`config.mk`:
```
export PLATFORM = sky130hd
export DESIGN_NAME = nfa_queue
export DESIGN_NICKNAME = d
export VERILOG_FILES = /design/src/hw/rtl/nfa_pkg.sv /design/src/hw/rtl/nfa_queue.sv
export SDC_FILE = /design/constraint.sdc
export NUM_CORES = 1
export LEC_CHECK = 0
export ABC_AREA = 1
export BUFFER_PORTS_ARGS = -buffer_cell sky130_fd_sc_hd__buf_2
export CELL_PAD_IN_SITES_DETAIL_PLACEMENT = 0
export CELL_PAD_IN_SITES_GLOBAL_PLACEMENT = 1
export CORE_MARGIN = 1
export CORE_UTILIZATION = 25
export DETAILED_ROUTE_END_ITERATION = 16
export PLACE_DENSITY_LB_ADDON = 0.1
export SLEW_MARGIN = 0
export SYNTH_ARGS = -nofsm -noshare
export SYNTH_HDL_FRONTEND = slang
export SYNTH_SLANG_ARGS = --single-unit
```
`constraint.sdc`:
```
create_clock -name i_clk -period 3.37 [get_ports i_clk]
set_clock_uncertainty 0.05 [all_clocks]
set_input_delay 0.1685 -clock i_clk [delete_from_list [all_inputs] [get_ports i_clk]]
set_output_delay 0.1685 -clock i_clk [all_outputs]
set_load 0.005 [all_outputs]
```
`src/hw/rtl/nfa_pkg.sv`:
```
// Shared types and constants of the NFA word acceptor.
package nfa_pkg;

    // Fixed field widths of the item and configuration channels.
    localparam int SYMBOL_W   = 8;
    localparam int STATE_W    = 4;
    localparam int FINAL_W    = 16;
    localparam int CFG_IDX_W  = 1;
    localparam int CFG_DATA_W = 16;

    // Depth of the queue between the front and back parts.
    localparam int QUEUE_DEPTH = 2;

    // Item function codes.
    typedef enum logic [0:0] {
        FUNC_LOAD = 1'b0,
        FUNC_WORD = 1'b1
    } t_func;

    // Configuration register indexes.
    typedef enum logic [CFG_IDX_W-1:0] {
        CFG_START_STATE = 1'b0,
        CFG_FINAL_MASK  = 1'b1
    } t_cfg_reg;

    // Classified item as it travels from front to back.
    typedef struct packed {
        t_func               func;
        logic [SYMBOL_W-1:0] sym;
        logic [STATE_W-1:0]  from_state;
        logic [STATE_W-1:0]  to_state;
        logic                last;
        logic                load_ok;
    } t_cmd;

    // Queue to back part.
    typedef struct packed {
        logic valid;
        t_cmd cmd;
    } t_q_head;

    // Front part to queue.
    typedef struct packed {
        logic push;
        t_cmd cmd;
    } t_q_push;

    // Configuration values seen by the back part.
    typedef struct packed {
        logic [STATE_W-1:0] start_state;
        logic [FINAL_W-1:0] final_mask;
    } t_cfg;

endpackage

```
`src/hw/rtl/nfa_queue.sv`:
```
// Short queue between the front and back parts.
module nfa_queue (
    input  logic              i_clk,
    input  logic              i_rst_n,
    input  nfa_pkg::t_q_push  i_push,
    input  logic              i_pop,
    output logic              o_full,
    output nfa_pkg::t_q_head  o_head
);

    localparam int PTR_W = $clog2(nfa_pkg::QUEUE_DEPTH);
    localparam int CNT_W = $clog2(nfa_pkg::QUEUE_DEPTH + 1);

    nfa_pkg::t_cmd    r_entry [nfa_pkg::QUEUE_DEPTH];
    logic [PTR_W-1:0] r_wr_ptr;
    logic [PTR_W-1:0] r_rd_ptr;
    logic [CNT_W-1:0] r_count;
    logic             w_do_pop;

    assign o_full       = (r_count == CNT_W'(nfa_pkg::QUEUE_DEPTH));
    assign o_head.valid = (r_count != '0);
    assign o_head.cmd   = r_entry[r_rd_ptr];
    assign w_do_pop     = i_pop && (r_count != '0);

    // Entry storage.
    always_ff @(posedge i_clk) begin
        if (i_push.push) begin
            r_entry[r_wr_ptr] <= i_push.cmd;
        end
    end

    // Pointers and fill count.
    always_ff @(posedge i_clk) begin
        if (!i_rst_n) begin
            r_wr_ptr <= '0;
            r_rd_ptr <= '0;
            r_count  <= '0;
        end else begin
            if (i_push.push) begin
                r_wr_ptr <= (r_wr_ptr == PTR_W'(nfa_pkg::QUEUE_DEPTH - 1)) ? '0 : r_wr_ptr + 1'b1;
            end
            if (w_do_pop) begin
                r_rd_ptr <= (r_rd_ptr == PTR_W'(nfa_pkg::QUEUE_DEPTH - 1)) ? '0 : r_rd_ptr + 1'b1;
            end
            case ({i_push.push, w_do_pop})
                2'b10:   r_count <= r_count + 1'b1;
                2'b01:   r_count <= r_count - 1'b1;
                default: r_count <= r_count;
            endcase
        end
    end

endmodule

```
; ---- After elaboration in Yosys (flattened, before gate mapping)
; Memory sizes are Yosys's and may differ from the RTL's. A register that Yosys moved wholly into a read port is not among the register bits.
; Index checks and enable logic that the tools add are counted.
; W data, S select, Z words.
[totals]
regBits = 4
ram_bits = 38
inputBits = 23
out_inout_bits = 21
elab_cells = 21
mem_count = 1
[classes]
add_sub_neg = 4
eq_ne = 3
n_mux = 7
n_reduce_logical = 3
[mem_list]
columns = memory, words, width, rd, rd_ports_with_merged_regs, write_ports, line_no
row1 = r_entry, 2, 19, 1, 1, 1, nfa_queue.sv:14  ; nfa_pkg::t_cmd r_entry [nfa_pkg::QUEUE_DEPTH];
[op_table]
columns = cell, n
row1 = $mux W1, 6
row2 = $eq A2 B2 Y1 const B, 2
row3 = $pmux W2 S2, 1
row4 = $reduce_bool A2 Y1, 2
row5 = $add A1 B1 Y1 const B, 2
row6 = $add A2 B1 Y2 const B, 1
row7 = $eq A2 B1 Y1 const B, 1
row8 = $sub A2 B1 Y2 const B, 1
row9 = $logic_and A1 B1 Y1, 1

; ---- Longest topological paths before layout
; Gate-level depths: netlist (run 1).
[logic_depth]
depth_word = 4
mapped_depth = 7
mapped_depth_nobuf = 7

; ---- Worst setup path before layout (run 1)
; Ideal clock, no wire load.
[synth_timing]
path_kind = flip-flop to flip-flop
start = reg r_wr_ptr
end = mem r_entry[0][0] (netlist name) (enable)
setup_time_ns = 0.395
arrival_ns = 1.141
required_time_ns = 2.925
slack_ns = 1.784
stages_incl_launch_ff = 2
n_path_buf = 0
synth_period_minus_slack_ns = 1.586
path_cell_list = dfxtp_1 -> nor2_1
[synth_rtl]
columns = item, line_no
row1 = start: declaration, nfa_queue.sv:15  ; logic [PTR_W-1:0] r_wr_ptr;
row2 = start signal: assignment, nfa_queue.sv:40  ; r_wr_ptr <= (r_wr_ptr == PTR_W'(nfa_pkg::QUEUE_DEPTH - 1)) ? '0 : r_wr_ptr + 1'b1;
row3 = end: declaration, nfa_queue.sv:14
; Straight into the memory's write port.

==> results of run 1 <==
worst paths after layout:
check | startpoint | endpoint | slack, ns | cells after the start
worst max register to register | r_wr_ptr$_SDFFE_PN0P_ | r_entry[0][0]$_DFFE_PP_ | 1.82 | 1
worst min-delay path | i_push[7] | r_entry[0][7]$_DFFE_PP_ | 0.02 | 1
worst min register to register | r_rd_ptr$_SDFFE_PN0P_ | flip-flop | 0.45 | 2
worst max-delay path | flip-flop | o_head[8] | 1.29 | 2
sequential cells by signal, indices dropped and copies added (netlist names), named ones only:
register / cells
r_wr_ptr: 1
r_entry: 38
r_rd_ptr: 1
r_count: 2
cell families after synthesis:
family	after synthesis	synth area share, %
flops	43	74.8
simple gates	21	4.98
mux	19	15.2
buf+inv	8	3.24
compound gates	3	1.06
fa+ha+maj	1	0.754
placed cells by master, fill, tap and decap left out:
| cell type | instances |
|---|---|
| buf_2 | 43 |
| edfxtp_1 | 38 |
| mux2_4 | 10 |
| nor2_1 | 10 |
| mux2_2 | 9 |
| nand2_1 | 8 |
| inv_1 | 6 |
| dfxtp_1 | 5 |
| clkbuf_8 | 5 |
| clkbuf_1 | 2 |
| o21a_1 | 1 |
| nand3_1 | 1 |
| nor2_2 | 1 |
| o21ai_0 | 1 |
| a21oi_1 | 1 |
| nand4_1 | 1 |
| ha_1 | 1 |
| clkinv_2 | 1 |
metal layers:
layer  share of wire (%)  vias to the layer above  wire (µm)  GRT usage (%)
li1                    -                      437          -              -
met1                  45                      413       1200           9.40
met2                  49                       25       1310           12.7
met3                 5.5                        2        148           3.17
met4                0.89                        0         24           3.70
met5                   0                        -          0              0
power groups by stage:
stage | registers, mW | logic, mW | clock network, mW
floorplan | 0.637 | 0.107 | 0
global placement | 0.654 | 0.145 | 0
detailed placement | 0.655 | 0.147 | 0
CTS | 0.644 | 0.147 | 0.315
global route | 0.648 | 0.158 | 0.328
finish | 0.642 | 0.143 | 0.300
cell type report:
type	count	area share, %
tap	77	4.76
inverter	6	1.11
clock buffer	7	3.77
sequential	43	61.3
multi-input combinational	44	18.1
timing repair buffer	43	10.6
clock inverter	1	0.247
worst max-delay path: cells and delay by family, from the launching register on:
kind / cells / cell delay, ns
flip-flops: 1 / 1.02
multiplexers: 1 / 0.43
buffers and inverters: 1 / 0.13
metrics by stage:
step | std cells | power [mW] | hold WS, ns
final | 221 | 1.09 | 0.0200
after detailed placement | 213 | 0.802 | 0.312
after global placement | 213 | 0.799 | 0.308
after CTS | 221 | 1.11 | 0.00843
after global routing | 221 | 1.14 | 0.00636
after floorplan | 95 | 0.743 | 0.217
cells in the mapped netlist:
cell type,instances,area [µm²]
nand2_1,8,30.0
dfxtp_1,5,100
ha_1,1,12.5
nor2_1,11,41.3
nand3_1,1,5.00
mux2_2,9,101
nand4_1,1,6.26
mux2_4,10,150
a21oi_1,1,5.00
buf_12,1,20.0
o21ai_0,1,5.00
buf_6,1,11.3
inv_1,6,22.5
edfxtp_1,38,1140
o21a_1,1,7.51
==> flow_summary.json, run 1 <==
{
  "synth_cell_types": 15,
  "clockBufferDepth": 2,
  "port_buffers": 43,
  "final_hold_viol_count": 0,
  "gp_congestion": 0.732,
  "combPwrFrac_pct": 13.2,
  "worst_pin_slew_ns": 1.06,
  "antenna_found_initial": 0,
  "clock_latency_ns": 0.28,
  "fin_crit_ns": 2.08,
  "end_kind": "output port",
  "ctsResizeCount": 0,
  "rsz0062_at_grt": "false",
  "synthCells": 95,
  "grt_use_total_pct": 7.96,
  "hold_buffers": 0,
  "final_area_um2": 2020,
  "setup_tns_ns": 0,
  "irDropWorstVdd_mv": 0.182,
  "synthesis.nets": 119,
  "pin_count": 44,
  "setup_ws_ns": 1.29,
  "setup-violations-final": 0,
  "clock_power_share_pct": 27.7,
  "die_height_um": 83.5,
  "htree_levels": 2,
  "finalMaxSlewViolations": 0,
  "p_int_mw": 0.844,
  "cts-root-buf": "clkbuf_8",
  "drv_cap": 0,
  "multi_input_area_um2": 367,
  "initial_core_util_pct": 26.0,
  "drt-initial-drc-count": 50,
  "diodes": 0,
  "wl_per_cell_um": 12.1,
  "yosysSeqAreaShare_pct": 74.8,
  "status": "completed",
  "grt_max_degree": 20,
  "post_drt_via_cell_ratio": 3.97,
  "seq_power_share_pct": 59.1,
  "path_cells": "mux2_2 > buf_2",
  "p_leak_nw": 0.804,
  "vias": 877,
  "synth.cell_area_um2": 1660,
  "criticalPathCategory": "flip-flop to output port",
  "die-area_um2": 6970,
  "dp.final_hpwl_um": 1830,
  "area_growth_pct": 21.9,
  "n_fill_cell": 648,
  "fmax_ghz": 0.480,
  "switching_share_pct": 22.3,
  "std_cell_rows": 29,
  "critPathRequiredTime_ns": 3.15,
  "critPathSlowestCell": "dfxtp_1",
  "postRouteAntennaNets": 0,
  "core-area_um2": 6390,
  "pre_cts_slack_ns": 1.52,
  "p_sw_mw": 0.242,
  "syn_area_per_cell_um2": 17.5,
  "max_stage_delay_ns": 1.02,
  "cts_tree": "done",
  "dr.pass1.iters": 4,
  "power_density_nw_per_um2": 536,
  "numCtsBuffers": 5,
  "post-cts-setup-buffers": 0,
  "grt_pass1_vias": 879,
  "drive_gt1_share_pct": 47.9,
  "seqCellArea_um2": 1240,
  "final_nets": 167,
  "ys_ff_latch": 43,
  "cp_max_fo": 19,
  "hp-class": "input pin to flip-flop",
  "start_kind": "flip-flop",
  "fin_crit_sh_pct": 61.8,
  "clk_pin_slew_ns": 0.08,
  "overflow": 0,
  "wl_um": 2690,
  "utilization_pct": 31.7,
  "arrival_ns": 1.86,
  "grt_first_pass_wirelength_um": 4150,
  "die_x_um": 83.5,
  "relSlewSlack_pct": 29.5,
  "postPlaceCellArea_um2": 1940,
  "drc": 0,
  "synth_warnings": 0,
  "cts_sinks": 43
}
Note: power is estimated with default switching activity, not from simulation.
==> inputs of run 2 (changes only) <==
--- a/config.mk
+++ b/config.mk
@@ -5,7 +5,7 @@
 export SDC_FILE = /design/constraint.sdc
 export NUM_CORES = 1
 export LEC_CHECK = 0
-export ABC_AREA = 1
+export ABC_AREA = 0
 export BUFFER_PORTS_ARGS = -buffer_cell sky130_fd_sc_hd__buf_2
 export CELL_PAD_IN_SITES_DETAIL_PLACEMENT = 0
 export CELL_PAD_IN_SITES_GLOBAL_PLACEMENT = 1
==> constraint.sdc (replaced) <==
create_clock -name i_clk -period 2.1 [get_ports i_clk]
set_clock_uncertainty 0.05 [all_clocks]
set_input_delay 0.105 -clock i_clk [delete_from_list [all_inputs] [get_ports i_clk]]
set_output_delay 0.105 -clock i_clk [all_outputs]
set_load 0.005 [all_outputs]
==> run 2 against run 1 <==
Net effect: utilization is 5.1 points higher; die area is 3.8% lower; flip-flop and latch count stayed put; clock power is 86% higher; sequential power is 65% higher; synthesized cell count is 14% lower; worst hold slack better by 0.024 ns; synthesized area is 3.9% lower; critical endpoint is now o_head[12].
==> flow_summary.json, run 2 <==
{
  "synth-xor-area-share_pct": 1.65,
  "std_cell_rows": 28,
  "status": "completed",
  "rsz0062_at_grt": "false",
  "combPwrFrac_pct": 22.8,
  "die_x_um": 81.9,
  "synth_top_family_by_area": "multiplexers",
  "criticalPathCategory": "flip-flop to output port",
  "drc": 0,
  "synthTopCellsByCount": "edfxtp_1 (38), mux2_2 (19), dfxtp_1 (5), nor2b_1 (3), xnor2_1 (3)",
  "grt_first_pass_wirelength_um": 4360,
  "ctsResizeCount": 0,
  "synth_cell_types": 17,
  "wl_per_cell_um": 12.4,
  "area_growth_pct": 38.9,
  "irDropWorstVdd_mv": 0.372,
  "p_sw_mw": 0.490,
  "final_area_um2": 2210,
  "synthCells": 82,
  "wl_um": 2830,
  "synth.cell_area_um2": 1590,
  "initial_core_util_pct": 26.5,
  "mostFrequentLayoutCells": "buf_2 (43), edfxtp_1 (38), mux2_2 (19), dlygate4sd3_1 (19)",
  "cts_sinks": 43,
  "fin_crit_sh_pct": 82.9,
  "grt_use_total_pct": 9.15,
  "synth_most_common_cell": "edfxtp_1",
  "p_leak_nw": 0.840,
  "largest_reg_flops": 38,
  "start_kind": "flip-flop",
  "drv_cap": 0,
  "synth_compound_area_share_pct": 1.73,
  "clock_power_share_pct": 26.7,
  "setup_tns_ns": 0,
  "setup-violations-final": 0,
  "hp-class": "input pin to flip-flop",
  "yosys.area_share.simple_pct": 3.53,
  "met1_usage_pct": 10.6,
  "fmax_ghz": 0.574,
  "mostFrequentLayoutCell": "buf_2",
  "die_height_um": 81.9,
  "reg2reg_setup_slack_ns": 0.58,
  "grt_pass1_vias": 923,
  "die-area_um2": 6700,
  "synth-edff-count": 38,
  "p_int_mw": 1.60,
  "synthMuxAreaShare_pct": 13.4,
  "end_kind": "output port",
  "drt-initial-drc-count": 32,
  "synthTopCellsByArea": "edfxtp_1 (72%), mux2_2 (13%), dfxtp_1 (6.3%)",
  "finalMaxSlewViolations": 0,
  "yosysSeqAreaShare_pct": 77.9,
  "reg2regPathDepth": 4,
  "postPlaceCellArea_um2": 1920,
  "reg2reg_to": "r_count[1]$_SDFFE_PN0P_",
  "final_nets": 177,
  "synth_warnings": 0,
  "core-area_um2": 6030,
  "synth_top_cell_by_area": "edfxtp_1",
  "n_fill_cell": 608,
  "relSlewSlack_pct": 77.1,
  "numCtsBuffers": 5,
  "busiest_layer": "met2",
  "critPathRequiredTime_ns": 1.95,
  "synth-adder-area-share_pct": 0.785,
  "cp_max_fo": 12,
  "synthFlopType": "edfxtp_1",
  "hold_buffers": 19,
  "postRouteAntennaNets": 0,
  "clk_pin_slew_ns": 0.07,
  "clockBufferDepth": 2,
  "cts_tree": "done",
  "met3_usage_pct": 3.44,
  "post_drt_via_cell_ratio": 4.01,
  "worst_pin_slew_ns": 0.344,
  "overflow": 0,
  "grtUsageMet2_pct": 15.0,
  "gp_congestion": 0.636,
  "ys_ff_latch": 43,
  "post-cts-setup-buffers": 0,
  "top_regs": "r_entry (38), r_count (2)",
  "switching_share_pct": 23.4,
  "final_cells": 229,
  "fin_crit_ns": 1.74,
  "power_density_nw_per_um2": 945,
  "htree_levels": 2,
  "syn_area_per_cell_um2": 19.4,
  "arrival_ns": 1.59,
  "cp-endpoint": "o_head[12]",
  "dp.final_hpwl_um": 1940,
  "yosys.area.top_type_share_pct": 71.6,
  "reg2reg_from": "r_count[0]$_SDFFE_PN0P_",
  "final_hold_viol_count": 0,
  "pin_count": 44,
  "seq_power_share_pct": 50.5,
  "dr.pass1.iters": 4,
  "ys_async_sr_fraction_pct": 0,
  "largest-register": "r_entry",
  "port_buffers": 43,
  "synthesis.nets": 106,
  "antenna_found_initial": 0,
  "dp.cells": 202,
  "clock_latency_ns": 0.28,
  "drive_gt1_share_pct": 48.7,
  "grt_max_degree": 16,
  "total_power_mw": 2.09,
  "vias": 919,
  "diodes": 0,
  "cts-root-buf": "clkbuf_8"
}
==> run 2: cell count changes after synthesis, sizes merged, moves of 2 or more <==
cell   previous run  this run
inv               6         1
nand2             8         0
and2              0         2
nor2             11         1
xnor2             0         3
nor2b             0         3
==> run 2: critical path: stages, from the launching register on <==
cell and delay (ns):
dfxtp_1 0.53, buf_4 0.29, mux2_2 0.36, buf_2 0.13
==> run 2: cell type report <==
cell class                 count  area [µm²]  share of cell area [%]
clock buffer                   8         101                    4.58
tap                           75        93.8                    4.24
timing repair buffer          66         435                    19.7
sequential                    43        1240                    56.0
inverter                       1        3.75                   0.169
multi-input combinational     36         339                    15.3
==> run 2: worst min-delay path by stage <==
stage	from	to	slack (ns)	depth (start not counted)
2_1_floorplan	i_push[0]	r_entry[0][0]$_DFFE_PP_	0.15	0
6_report	i_rst_n	r_wr_ptr$_SDFFE_PN0P_	0.04	2
3_3_place_gp	i_push[11]	r_entry[0][11]$_DFFE_PP_	0.24	1
5_1_grt	i_rst_n	r_wr_ptr$_SDFFE_PN0P_	0.03	2
3_5_place_dp	i_push[11]	r_entry[0][11]$_DFFE_PP_	0.25	1
4_1_cts	i_rst_n	r_wr_ptr$_SDFFE_PN0P_	0.03	2
==> run 2: cells by family after synthesis <==
logic type / Yosys count
and+or+nand+nor: 9
buffers and inverters: 3
adders and majority gates: 1
AOI/OAI and AO/OA: 4
xor gates and xnor gates: 3
DFF: 43
muxes: 19
==> run 2: metrics by stage <==
| step | worst slack, ns | hold WS, ns | utilization, % |
|---|---|---|---|
| 6_report | 0.359 | 0.0441 | 36.8 |
| 5_1_grt | 0.229 | 0.0337 | 36.8 |
| 4_1_cts | 0.306 | 0.0303 | 36.8 |
| 3_3_place_gp | 0.655 | 0.244 | 31.9 |
| 3_5_place_dp | 0.585 | 0.246 | 31.9 |
| 2_1_floorplan | 0.492 | 0.154 | - |
==> run 2: layer usage <==
layer	vias up	wire (µm)	part of all wire, %
met5	-	0	0
li1	449	-	-
met1	446	1280	45
met4	0	25	0.88
met3	2	118	4.2
met2	22	1400	50
==> run 2: power by group through the flow <==
stage	logic [mW]	registers, mW	clock network [mW]
floorplan	0.306	1.05	0
global placement	0.455	1.07	0
detailed placement	0.460	1.08	0
CTS	0.492	1.06	0.590
global route	0.532	1.07	0.630
finish	0.478	1.06	0.559
==> inputs of run 3 (changes only) <==
==> constraint.sdc (replaced) <==
create_clock -name i_clk -period 1.6 [get_ports i_clk]
set_clock_uncertainty 0.05 [all_clocks]
set_input_delay 0.08 -clock i_clk [delete_from_list [all_inputs] [get_ports i_clk]]
set_output_delay 0.08 -clock i_clk [all_outputs]
set_load 0.005 [all_outputs]
==> run 3 against run 2 <==
Net effect: utilization increased by 0.56 points; first-iteration DRC count rose by 72%; via count rose by 2.8%; non-clock buffer count grew 3; sequential power rose by 30%; design area rose by 1.5%.
==> flow_summary.json, run 3 (synthesized netlist as in run 2, its figures left out) <==
{
  "start_kind": "flip-flop",
  "mostFrequentLayoutCell": "buf_2",
  "criticalPathCategory": "flip-flop to flip-flop",
  "grt_use_total_pct": 9.29,
  "grt_first_pass_wirelength_um": 4430,
  "gp_congestion": 0.611,
  "area_growth_pct": 41.1,
  "drc": 0,
  "postRouteAntennaNets": 0,
  "dp.cells": 204,
  "clockBufferDepth": 2,
  "die_height_um": 81.9,
  "clock_latency_ns": 0.28,
  "htree_levels": 2,
  "drv_cap": 0,
  "port_buffers": 43,
  "cp-startpoint": "r_count[1]$_SDFFE_PN0P_",
  "post_drt_via_cell_ratio": 4.07,
  "critPathRequiredTime_ns": 1.77,
  "wl_um": 2900,
  "std_cell_rows": 28,
  "initial_core_util_pct": 26.5,
  "cts_tree": "done",
  "dp.final_hpwl_um": 2040,
  "grt_pass1_vias": 916,
  "setup_tns_ns": 0,
  "largest_reg_flops": 38,
  "drt-initial-drc-count": 55,
  "p_leak_nw": 0.860,
  "irDropWorstVdd_mv": 0.522,
  "cts_sinks": 43,
  "numCtsBuffers": 5,
  "final_hold_viol_count": 0,
  "wl_per_cell_um": 12.5,
  "die-area_um2": 6700,
  "hp-class": "input pin to flip-flop",
  "cp_max_fo": 5,
  "hold_start": "i_push[19]",
  "pin_count": 44,
  "fin_crit_ns": 1.51,
  "end_kind": "flip-flop",
  "die_x_um": 81.9,
  "drive_gt1_share_pct": 51.0,
  "grt_max_degree": 14,
  "fmax_ghz": 0.662,
  "largest-register": "r_entry",
  "vias": 945,
  "rsz0062_at_grt": "false",
  "top_regs": "r_entry (38), r_count (2)",
  "dr.pass1.iters": 3,
  "final_cells": 232,
  "antenna_found_initial": 0,
  "finalMaxSlewViolations": 0,
  "relSlewSlack_pct": 77.2,
  "final_nets": 180,
  "arrival_ns": 1.68,
  "core-area_um2": 6030,
  "reg2reg_from": "r_count[1]$_SDFFE_PN0P_",
  "status": "completed",
  "overflow": 0,
  "cts-root-buf": "clkbuf_8",
  "power_density_nw_per_um2": 1270,
  "clk_pin_slew_ns": 0.08,
  "fin_crit_sh_pct": 94.5,
  "worst_pin_slew_ns": 0.342,
  "diodes": 0,
  "mostFrequentLayoutCells": "buf_2 (43), edfxtp_1 (38), dlygate4sd3_1 (20)",
  "setup-violations-final": 0
}
==> run 3: changes by cell type in the layout (fill, tap and decap cells not counted), sizes merged <==
cell / delta
bufinv: +1
buf: +2
clkbuf: -3
dlygate4sd3: +1
clkinv: +2
==> run 3: metal layers <==
metal	wire length, µm	GRT usage, %	up-vias
met5	0	0	-
met4	54	4.21	0
met3	143	3.44	6
met2	1390	15.1	24
met1	1310	10.8	457
li1	-	-	458
==> run 3: per-stage QoR <==
stage | hold WS (ns) | setup slack (ns) | power [mW] | utilization [%] | area [µm²]
floorplan | 0.129 | 0.198 | 1.78 | - | 1600
global placement | 0.218 | 0.167 | 2.03 | 32.2 | 1940
detailed placement | 0.224 | 0.0615 | 2.04 | 32.2 | 1940
CTS | 0.0735 | 0.0458 | 2.91 | 37.3 | 2250
global route | 0.0826 | 0.00726 | 3.01 | 37.3 | 2250
finish | 0.0881 | 0.0887 | 2.84 | 37.3 | 2250
==> run 3: what timing repair did <==
| action | 4_1_cts | 5_1_grt |
|---|---|---|
| endpoints found under the setup margin | 16 | 1 |
| buffers inserted | 0 | 0 |
| cloned | 0 | 0 |
| hold buffers | 20 | 0 |
| resized for setup | 1 | 1 |
| hold endpoints to repair | 39 | 0 |
==> run 3: critical path, stage by stage (launching register included) <==
cell and delay (ns):
dfxtp_1 0.34, o21a_1 0.23, ha_1 0.32, or3_1 0.36, a21boi_1 0.15
==> run 3: worst paths after layout <==
| kind | endpoint | slack, ns | cells after the start |
|---|---|---|---|
| hold reg to reg | r_count[1]$_SDFFE_PN0P_ | 0.48 | 2 |
| setup reg to reg | r_count[1]$_SDFFE_PN0P_ | 0.09 | 4 |
| setup / recovery | r_count[1]$_SDFFE_PN0P_ | 0.09 | 4 |
| hold / removal | r_wr_ptr$_SDFFE_PN0P_ | 0.09 | 3 |
==> run 3: where the power goes <==
part	internal (mW)	total (mW)	leakage [nW]	switching, mW
combinational	0.397	0.653	0.406	0.256
sequential	1.32	1.38	0.399	0.0591
clock	0.457	0.809	0.0556	0.352
==> run 3: area by class of cell <==
class / instances / area (µm²)
well taps: 75 / 93.8
repair buffers: 69 / 460
flip-flops and latches: 43 / 1240
fillers: 589 / 3780
multi-input cells: 36 / 339
clock inverters: 3 / 38.8
clock buffers: 5 / 68.8
inverters: 1 / 3.75
